[config.mk]
export PLATFORM = sky130hd
export DESIGN_NAME = address_pool_fifo_flat
export DESIGN_NICKNAME = d
export VERILOG_FILES = /design/src/rtl/core/apf_pkg.sv /design/src/rtl/core/apf_ifs.sv /design/src/rtl/core/apf_ram.sv /design/src/rtl/core/address_pool_fifo.sv /design/src/flat_wrapper.sv
export SDC_FILE = /design/constraint.sdc
export NUM_CORES = 2
export LEC_CHECK = 0
export ABC_AREA = 1
export BUFFER_PORTS_ARGS = -buffer_cell sky130_fd_sc_hd__buf_2
export CAP_MARGIN = 15
export CORE_ASPECT_RATIO = 2
export CORE_MARGIN = 2
export CORE_UTILIZATION = 50
export DETAILED_ROUTE_END_ITERATION = 10
export GPL_TIMING_DRIVEN = 1
export PLACE_DENSITY = 0.71
export SLEW_MARGIN = 20
export SYNTH_ARGS = -nofsm -noshare
export SYNTH_HDL_FRONTEND = slang
export SYNTH_SLANG_ARGS = --single-unit
[constraint.sdc]
create_clock -name i_clk -period 5.2 [get_ports i_clk]
set_input_delay 1.04 -clock i_clk [delete_from_list [all_inputs] [get_ports i_clk]]
set_output_delay 1.04 -clock i_clk [all_outputs]
set_load 0.005 [all_outputs]
[src/rtl/core/apf_pkg.sv]
// Package for the address pool FIFO: command and status codes, record layout.
// No dependencies; used by the channel interfaces and the top level.
package apf_pkg;

    localparam logic CMD_PUSH = 1'b0;
    localparam logic CMD_POP  = 1'b1;

    localparam logic [1:0] ST_OK     = 2'd0;
    localparam logic [1:0] ST_EMPTY  = 2'd1;
    localparam logic [1:0] ST_FROZEN = 2'd2;
    localparam logic [1:0] ST_FULL   = 2'd3;

    typedef logic [1:0] t_status;

    // One table entry: queued flag travels with the pair so no per-entry flops are needed.
    typedef struct packed {
        logic        queued;
        logic [31:0] ip;
        logic [31:0] mask;
    } t_record;

endpackage

[src/rtl/core/apf_ifs.sv]
// Valid/ready channel interfaces for the address pool FIFO.
// Depends on apf_pkg for the status type.
interface apf_cmd_if;
    logic        valid;
    logic        ready;
    logic        command;
    logic [31:0] addr_ip;
    logic [31:0] addr_mask;

    modport source (output valid, output command, output addr_ip, output addr_mask,
                    input ready);
    modport sink   (input valid, input command, input addr_ip, input addr_mask,
                    output ready);
endinterface

interface apf_res_if;
    logic              valid;
    logic              ready;
    apf_pkg::t_status  status;
    logic [31:0]       out_ip;
    logic [31:0]       out_mask;

    modport source (output valid, output status, output out_ip, output out_mask,
                    input ready);
    modport sink   (input valid, input status, input out_ip, input out_mask,
                    output ready);
endinterface

[src/rtl/core/apf_ram.sv]
// Generic single-write, single-read RAM with registered read data.
// No dependencies.
module apf_ram #(
    parameter int WIDTH = 8,
    parameter int DEPTH = 16,
    localparam int AW = (DEPTH > 1) ? $clog2(DEPTH) : 1
) (
    input  logic             i_clk,
    input  logic             i_wr_en,
    input  logic [AW-1:0]    i_wr_addr,
    input  logic [WIDTH-1:0] i_wr_data,
    input  logic [AW-1:0]    i_rd_addr,
    output logic [WIDTH-1:0] o_rd_data
);

    logic [WIDTH-1:0] r_mem [DEPTH];
    logic [WIDTH-1:0] r_rd_data;

    always_ff @(posedge i_clk) begin
        if (i_wr_en) begin
            r_mem[i_wr_addr] <= i_wr_data;
        end
        r_rd_data <= r_mem[i_rd_addr];
    end

    assign o_rd_data = r_rd_data;

endmodule

[src/rtl/core/address_pool_fifo.sv]
// Address pool FIFO: a push scans the record table one entry per cycle through a single
// compare unit, from index 0 up to the pair or to the last of the record_count entries;
// a new or rejected pair then ends in S_MISS, directly when the table is empty. A pop
// reads the order ring and then the record RAM, and skips both reads when the queue is
// empty. The input is not ready while an item is being worked on; a finished result
// waits in an output register, so the next item may be accepted before it is taken.
// Depends on apf_pkg, apf_ifs and apf_ram; the record table and the ring are RAMs, no
// clearing pass is needed after reset.
module address_pool_fifo #(
    parameter int POOL_SIZE = 16
) (
    input  logic   i_clk,
    input  logic   i_rst_n,
    input  logic   i_cfg_wr_en,
    input  logic   i_cfg_wr_data,
    apf_cmd_if.sink   i_cmd,
    apf_res_if.source o_res
);

    localparam int IDX_W = $clog2(POOL_SIZE);
    localparam int CNT_W = $clog2(POOL_SIZE + 1);
    localparam int REC_W = $bits(apf_pkg::t_record);

    localparam logic [2:0] S_IDLE    = 3'd0;
    localparam logic [2:0] S_SCAN    = 3'd1;
    localparam logic [2:0] S_MISS    = 3'd2;
    localparam logic [2:0] S_POP_IDX = 3'd3;
    localparam logic [2:0] S_POP_REC = 3'd4;
    localparam logic [2:0] S_DONE    = 3'd5;

    localparam logic [IDX_W-1:0] LAST_IDX = IDX_W'(POOL_SIZE - 1);

    // control state
    logic [2:0]       r_state, n_state;
    logic [IDX_W-1:0] r_idx, n_idx;
    logic [CNT_W-1:0] r_rec_count, n_rec_count;
    logic [IDX_W-1:0] r_head, n_head;
    logic [IDX_W-1:0] r_tail, n_tail;
    logic [CNT_W-1:0] r_ring_len, n_ring_len;
    logic             r_frozen;
    logic             r_out_valid, n_out_valid;

    // payload
    logic [31:0]       r_ip, n_ip;
    logic [31:0]       r_mask, n_mask;
    apf_pkg::t_status  r_pstatus, n_pstatus;
    logic [31:0]       r_pip, n_pip;
    logic [31:0]       r_pmask, n_pmask;
    apf_pkg::t_status  r_out_status, n_out_status;
    logic [31:0]       r_out_ip, n_out_ip;
    logic [31:0]       r_out_mask, n_out_mask;

    // RAM ports
    logic             rec_we;
    logic [IDX_W-1:0] rec_waddr, rec_raddr;
    apf_pkg::t_record rec_wdata, rec_rdata;
    logic             ring_we;
    logic [IDX_W-1:0] ring_wdata, ring_rdata;

    logic             accept;
    logic             hit;
    logic             scan_last;
    logic [IDX_W-1:0] tail_next, head_next;

    apf_ram #(.WIDTH(REC_W), .DEPTH(POOL_SIZE)) u_rec_ram (
        .i_clk     (i_clk),
        .i_wr_en   (rec_we),
        .i_wr_addr (rec_waddr),
        .i_wr_data (rec_wdata),
        .i_rd_addr (rec_raddr),
        .o_rd_data (rec_rdata)
    );

    apf_ram #(.WIDTH(IDX_W), .DEPTH(POOL_SIZE)) u_ring_ram (
        .i_clk     (i_clk),
        .i_wr_en   (ring_we),
        .i_wr_addr (r_tail),
        .i_wr_data (ring_wdata),
        .i_rd_addr (r_head),
        .o_rd_data (ring_rdata)
    );

    assign i_cmd.ready  = (r_state == S_IDLE);
    assign accept       = i_cmd.valid && i_cmd.ready;
    assign o_res.valid  = r_out_valid;
    assign o_res.status = r_out_status;
    assign o_res.out_ip = r_out_ip;
    assign o_res.out_mask = r_out_mask;

    assign hit       = (rec_rdata.ip == r_ip) && (rec_rdata.mask == r_mask);
    assign scan_last = ((CNT_W'(r_idx) + CNT_W'(1)) == r_rec_count);
    assign tail_next = (r_tail == LAST_IDX) ? '0 : r_tail + IDX_W'(1);
    assign head_next = (r_head == LAST_IDX) ? '0 : r_head + IDX_W'(1);

    always_comb begin
        n_state      = r_state;
        n_idx        = r_idx;
        n_rec_count  = r_rec_count;
        n_head       = r_head;
        n_tail       = r_tail;
        n_ring_len   = r_ring_len;
        n_out_valid  = r_out_valid;
        n_ip         = r_ip;
        n_mask       = r_mask;
        n_pstatus    = r_pstatus;
        n_pip        = r_pip;
        n_pmask      = r_pmask;
        n_out_status = r_out_status;
        n_out_ip     = r_out_ip;
        n_out_mask   = r_out_mask;
        rec_we       = 1'b0;
        rec_waddr    = r_idx;
        rec_wdata    = '{queued: 1'b1, ip: r_ip, mask: r_mask};
        rec_raddr    = r_idx;
        ring_we      = 1'b0;
        ring_wdata   = r_idx;

        if (r_out_valid && o_res.ready) begin
            n_out_valid = 1'b0;
        end

        unique case (r_state)
            S_IDLE: begin
                rec_raddr = '0;
                if (accept) begin
                    n_ip      = i_cmd.addr_ip;
                    n_mask    = i_cmd.addr_mask;
                    n_idx     = '0;
                    n_pstatus = apf_pkg::ST_OK;
                    n_pip     = '0;
                    n_pmask   = '0;
                    if (i_cmd.command == apf_pkg::CMD_PUSH) begin
                        n_state = (r_rec_count == '0) ? S_MISS : S_SCAN;
                    end else if (r_ring_len == '0) begin
                        n_pstatus = apf_pkg::ST_EMPTY;
                        n_state   = S_DONE;
                    end else begin
                        n_state = S_POP_IDX;
                    end
                end
            end
            S_SCAN: begin
                // prefetch the next entry; read data belongs to r_idx
                rec_raddr = r_idx + IDX_W'(1);
                if (hit) begin
                    n_state = S_DONE;
                    if (!rec_rdata.queued) begin
                        rec_we     = 1'b1;
                        ring_we    = 1'b1;
                        n_tail     = tail_next;
                        n_ring_len = r_ring_len + CNT_W'(1);
                    end
                end else if (scan_last) begin
                    n_state = S_MISS;
                end else begin
                    n_idx = r_idx + IDX_W'(1);
                end
            end
            S_MISS: begin
                n_state = S_DONE;
                if (r_frozen) begin
                    n_pstatus = apf_pkg::ST_FROZEN;
                end else if (r_rec_count == CNT_W'(POOL_SIZE)) begin
                    n_pstatus = apf_pkg::ST_FULL;
                end else begin
                    // append new record and queue it
                    rec_we      = 1'b1;
                    rec_waddr   = r_rec_count[IDX_W-1:0];
                    ring_we     = 1'b1;
                    ring_wdata  = r_rec_count[IDX_W-1:0];
                    n_rec_count = r_rec_count + CNT_W'(1);
                    n_tail      = tail_next;
                    n_ring_len  = r_ring_len + CNT_W'(1);
                end
            end
            S_POP_IDX: begin
                rec_raddr  = ring_rdata;
                n_idx      = ring_rdata;
                n_head     = head_next;
                n_ring_len = r_ring_len - CNT_W'(1);
                n_state    = S_POP_REC;
            end
            S_POP_REC: begin
                // write back with the queued flag dropped
                rec_we    = 1'b1;
                rec_wdata = '{queued: 1'b0, ip: rec_rdata.ip, mask: rec_rdata.mask};
                n_pip     = rec_rdata.ip;
                n_pmask   = rec_rdata.mask;
                n_state   = S_DONE;
            end
            S_DONE: begin
                if (!r_out_valid || o_res.ready) begin
                    n_out_valid  = 1'b1;
                    n_out_status = r_pstatus;
                    n_out_ip     = r_pip;
                    n_out_mask   = r_pmask;
                    n_state      = S_IDLE;
                end
            end
            default: begin
                n_state = S_IDLE;
            end
        endcase
    end

    always_ff @(posedge i_clk) begin
        if (!i_rst_n) begin
            r_state     <= S_IDLE;
            r_idx       <= '0;
            r_rec_count <= '0;
            r_head      <= '0;
            r_tail      <= '0;
            r_ring_len  <= '0;
            r_frozen    <= 1'b0;
            r_out_valid <= 1'b0;
        end else begin
            r_state     <= n_state;
            r_idx       <= n_idx;
            r_rec_count <= n_rec_count;
            r_head      <= n_head;
            r_tail      <= n_tail;
            r_ring_len  <= n_ring_len;
            r_out_valid <= n_out_valid;
            if (i_cfg_wr_en) begin
                r_frozen <= i_cfg_wr_data;
            end
        end
    end

    always_ff @(posedge i_clk) begin
        r_ip         <= n_ip;
        r_mask       <= n_mask;
        r_pstatus    <= n_pstatus;
        r_pip        <= n_pip;
        r_pmask      <= n_pmask;
        r_out_status <= n_out_status;
        r_out_ip     <= n_out_ip;
        r_out_mask   <= n_out_mask;
    end

    // Each record is queued at most once, so the ring never outgrows the table.
    a_ring_bounded: assert property (@(posedge i_clk) disable iff (!i_rst_n)
        r_ring_len <= r_rec_count)
        else $error("ring length exceeds record count");

    a_count_bounded: assert property (@(posedge i_clk) disable iff (!i_rst_n)
        r_rec_count <= CNT_W'(POOL_SIZE))
        else $error("record count exceeds pool size");

    a_count_monotonic: assert property (@(posedge i_clk) disable iff (!i_rst_n)
        $past(i_rst_n) |-> r_rec_count >= $past(r_rec_count))
        else $error("record count decreased");

    a_fail_zero_payload: assert property (@(posedge i_clk) disable iff (!i_rst_n)
        (r_out_valid && r_out_status != apf_pkg::ST_OK) |->
            (r_out_ip == '0 && r_out_mask == '0))
        else $error("failed result carries a payload");

endmodule
[src/flat_wrapper.sv]
// flat-port wrapper written by rule: the top's interface ports become plain ports
module address_pool_fifo_flat 
#(
    parameter int POOL_SIZE = 16
)
  (i_clk, i_rst_n, i_cfg_wr_en, i_cfg_wr_data, i_cmd_valid, i_cmd_command, i_cmd_addr_ip, i_cmd_addr_mask, i_cmd_ready, o_res_valid, o_res_status, o_res_out_ip, o_res_out_mask, o_res_ready);
  apf_cmd_if i_cmd_i ();
  apf_res_if o_res_i ();
  input  logic i_clk;
  input  logic i_rst_n;
  input  logic i_cfg_wr_en;
  input  logic i_cfg_wr_data;
  input wire logic [$bits(i_cmd_i.valid)-1:0] i_cmd_valid;
  input wire logic [$bits(i_cmd_i.command)-1:0] i_cmd_command;
  input wire logic [$bits(i_cmd_i.addr_ip)-1:0] i_cmd_addr_ip;
  input wire logic [$bits(i_cmd_i.addr_mask)-1:0] i_cmd_addr_mask;
  output wire logic [$bits(i_cmd_i.ready)-1:0] i_cmd_ready;
  output wire logic [$bits(o_res_i.valid)-1:0] o_res_valid;
  output wire logic [$bits(o_res_i.status)-1:0] o_res_status;
  output wire logic [$bits(o_res_i.out_ip)-1:0] o_res_out_ip;
  output wire logic [$bits(o_res_i.out_mask)-1:0] o_res_out_mask;
  input wire logic [$bits(o_res_i.ready)-1:0] o_res_ready;
  assign i_cmd_i.valid = i_cmd_valid;
  assign i_cmd_i.command = i_cmd_command;
  assign i_cmd_i.addr_ip = i_cmd_addr_ip;
  assign i_cmd_i.addr_mask = i_cmd_addr_mask;
  assign i_cmd_ready = i_cmd_i.ready;
  assign o_res_valid = o_res_i.valid;
  assign o_res_status = o_res_i.status;
  assign o_res_out_ip = o_res_i.out_ip;
  assign o_res_out_mask = o_res_i.out_mask;
  assign o_res_i.ready = o_res_ready;
  address_pool_fifo #(.POOL_SIZE(POOL_SIZE)) u_core (.i_clk(i_clk), .i_rst_n(i_rst_n), .i_cfg_wr_en(i_cfg_wr_en), .i_cfg_wr_data(i_cfg_wr_data), .i_cmd(i_cmd_i), .o_res(o_res_i));
endmodule
==> metrics.cfg <==
[status]
outcome=finished clean

[pwr]
power_frac_clock=0.270
p_comb_frac=0.258
ir_worst_vdd_uv=425
seqPwrFrac=0.472
p_int_uw=22400
power.leakage_uw=0.0228
p_sw_frac=0.326
powerDensity_nw_per_um2=531
p_switching_uw=10800

[clock_network]
cts_setup_buffers=0
cts_resized=0
cts_buffers=113
htreeDepth=3
root_buffer=clkbuf_16
clock_latency_ns=0.74
cts.sinks=1396
cts.clk_slew.worst_paths_ns=0.07
cts_hold_buf=0
clockBufferDepth=3
cts_tree=done

[route]
drc=0
vias=34300
route.detailed.wl_per_inst_um=20.8
viasPerCell=5.51
drtPass1Iterations=6
drtIter0Drc=3341
wl_mm=130
antenna_left=0

[flow_run]
maxCapViolCount=0

[final_layout]
post-route-util=0.562
syn2layout_area_growth_pct=11.6
drive_above_1_share=0.100
layout_commonest_cell=edfxtp_1
final_cells=6228
nets=4720
final_cell_mix=edfxtp_1, inv_1, nand2_1, nand3_1, o211ai_1

[timing]
fin_skew_ns=0.0303
relSlewSlack=0.225
clock.fmax_mhz=231
setup_tns_ns=0
hold_viol_final=0
setup_violations=0
min_period_ns=4.34
rsz0062_at_grt=no
report.final.slew_viol_count=0
finalCritPeriodShare=0.834
tightest_slew_ns=1.16

[floorplan]
chipHeight_um=478
ioPinCount=139
dieWidth_um=241
coreArea_um2=111000
start_util=0.504
placementRows=173
fp.dieArea_um2=115000

[global_routing]
grt_pass1_vias=33500
grt_overflow=0
grt_antenna_before_repair=4
grt_max_degree=201
grt_use_total=0.225
grt_pass1_wl_mm=195

[min_path]
worstHoldPathCells=0
hold_class=reg2reg
min_to=u_core.o_res.out_mask[8]
min-delay-start=u_core.r_pmask[8]

[synth]
yosys_warnings=0
synth.distinct_cells=37
syn_area_per_cell_um2=12.3
syn_area_um2=56100
synth_cells=4560
synth-seq-cells=1396
ys_seq_area_frac=0.731
synth_fp_nets=4643

[critical_path]
regToRegSetupSlack_ns=0.86
path_common_cell=nand2_1
slowest_delay_ns=0.57
critPathKind=reg2reg
start_kind=flip-flop
cp_max_fo=22
reg2regPathDepth=12
rr_startpoint=u_core.r_ip[31]
crit_chain=xor2_1, nor2_1, nand2_1, nor2_1, nand2_1, nor2_1, nand2_1, nand2_1, nand2_2, buf_4, a21oi_4, buf_4
critPathRequiredTime_ns=5.59
r2r-end=u_core.u_rec_ram.r_mem[3][6]
critPathSlowestCell=a21oi_4
worstPathArrival_ns=4.73
critPathCaptureType=flip-flop

[place]
gp_congestion=0.818
hpwlAfterDp_mm=71.9
placed_cells=6009
port_buffers=138

## stage by stage
step / total power, uW / setup WS [ns] / area (um^2) / hold WS [ns]
2_1_floorplan: 21600 / -0.00533 / 56100 / 0.400
3_3_place_gp: 24200 / 0.956 / 58500 / 0.401
3_5_place_dp: 24400 / 0.891 / 58600 / 0.405
4_1_cts: 33400 / 0.879 / 62500 / 0.418
5_1_grt: 34800 / 0.760 / 62600 / 0.424
6_report: 33200 / 0.864 / 62600 / 0.411
## registers in the layout, summed over array words and instances (netlist names)
| register | count |
|---|---|
| u_core.u_rec_ram.r_mem | 1040 |
| u_core.u_ring_ram.o_rd_data | 4 |
| u_core.r_head | 4 |
| u_core.r_pmask | 32 |
| u_core.o_res.out_mask | 32 |
| u_core.u_ring_ram.r_mem | 64 |
| u_core.o_res.status | 2 |
| u_core.r_ring_len | 5 |
| u_core.r_frozen | 1 |
| u_core.r_state | 3 |
| u_core.r_rec_count | 5 |
| u_core.r_pip | 32 |
| u_core.u_rec_ram.o_rd_data | 65 |
| u_core.r_ip | 32 |
| u_core.r_tail | 4 |
| u_core.r_mask | 32 |
| u_core.r_idx | 4 |
| u_core.o_res.out_ip | 32 |
| u_core.o_res.valid | 1 |
| u_core.r_pstatus | 2 |
## kinds of logic (layout without fill, tap and decap cells)
group                      Yosys count  after routing  share of synthesized area
AOI/OAI and AO/OA                  896            896                     0.0978
DFF                               1396           1396                      0.731
buffers and inverters              946           1123                     0.0680
and+or+nand+nor                   1283           1283                     0.0967
adders and majority gates           12             12                    0.00281
xor gates and xnor gates            27             27                    0.00422
other                                0              4                          0
## area by class of cell
type / count / area [um^2]
fillers: 8894 / 48700
flip-flops and latches: 1396 / 41000
multi-input cells: 2218 / 11600
clock buffers: 147 / 3120
inverters: 695 / 2630
well taps: 1487 / 1860
repair buffers: 213 / 1570
clock inverters: 68 / 777
diodes: 4 / 10.0
## routing by layer
layer | GRT usage | wire (um)
met1 | 0.268 | 48200
met2 | 0.404 | 68500
met3 | 0.0322 | 7860
met4 | 0.0950 | 5030
met5 | 0 | 13
## power by group through the flow
stage | Combinational [uW] | Sequential [uW] | Clock (uW)
after CTS | 8560 | 15700 | 9100
final | 8570 | 15700 | 8970
after floorplan | 5760 | 15800 | 0
after global placement | 8310 | 15900 | 0
after detailed placement | 8510 | 15900 | 0
after global routing | 9510 | 15800 | 9510
## critical path, delay by kind of cell (launching register included)
family	cells	cell delay (ns)
simple gates	8	2.08
buf+inv	2	0.73
xor+xnor	1	0.19
flops	1	0.42
compound gates	1	0.57
## synthesized netlist by cell type, drive strengths merged
cell | n | share of area
edfxtp | 1300 | 0.70
inv | 695 | 0.047
nand2 | 654 | 0.044
nand3 | 416 | 0.037
o211ai | 327 | 0.044
o21ai | 264 | 0.024
a21oi | 238 | 0.021
nor2 | 189 | 0.013
buf | 179 | 0.017
dfxtp | 96 | 0.034
clkbuf | 72 | 0.0048
o21bai | 48 | 0.0064
xor2 | 22 | 0.0034
nor3 | 17 | 0.0017
ha | 11 | 0.0025
o22ai | 11 | 0.0012
nand4 | 5 | 0.00056
o221ai | 5 | 0.00078
xnor2 | 5 | 0.00078
a211oi | 2 | 0.00036
fa | 1 | 0.00036
nor4 | 1 | 0.00011
o21a | 1 | 0.00013
or2 | 1 | 0.00011
## worst max path at each step
stage | startpoint | to | slack (ns) | cells past startpoint
4_1_cts | u_core.r_ip[31] | u_core.u_rec_ram.r_mem[3][64] | 0.88 | 12
2_1_floorplan | u_core.r_state[1] | u_core.u_rec_ram.r_mem[12][0] | -0.005 | 9
3_5_place_dp | u_core.r_ip[31] | u_core.u_rec_ram.r_mem[3][3] | 0.89 | 12
6_report | u_core.r_ip[31] | u_core.u_rec_ram.r_mem[3][6] | 0.86 | 12
5_1_grt | u_core.r_ip[31] | u_core.u_rec_ram.r_mem[3][64] | 0.76 | 12
3_3_place_gp | u_core.r_ip[31] | u_core.u_rec_ram.r_mem[3][1] | 0.96 | 12
No activity file was read; power rests on OpenSTA's default activity.
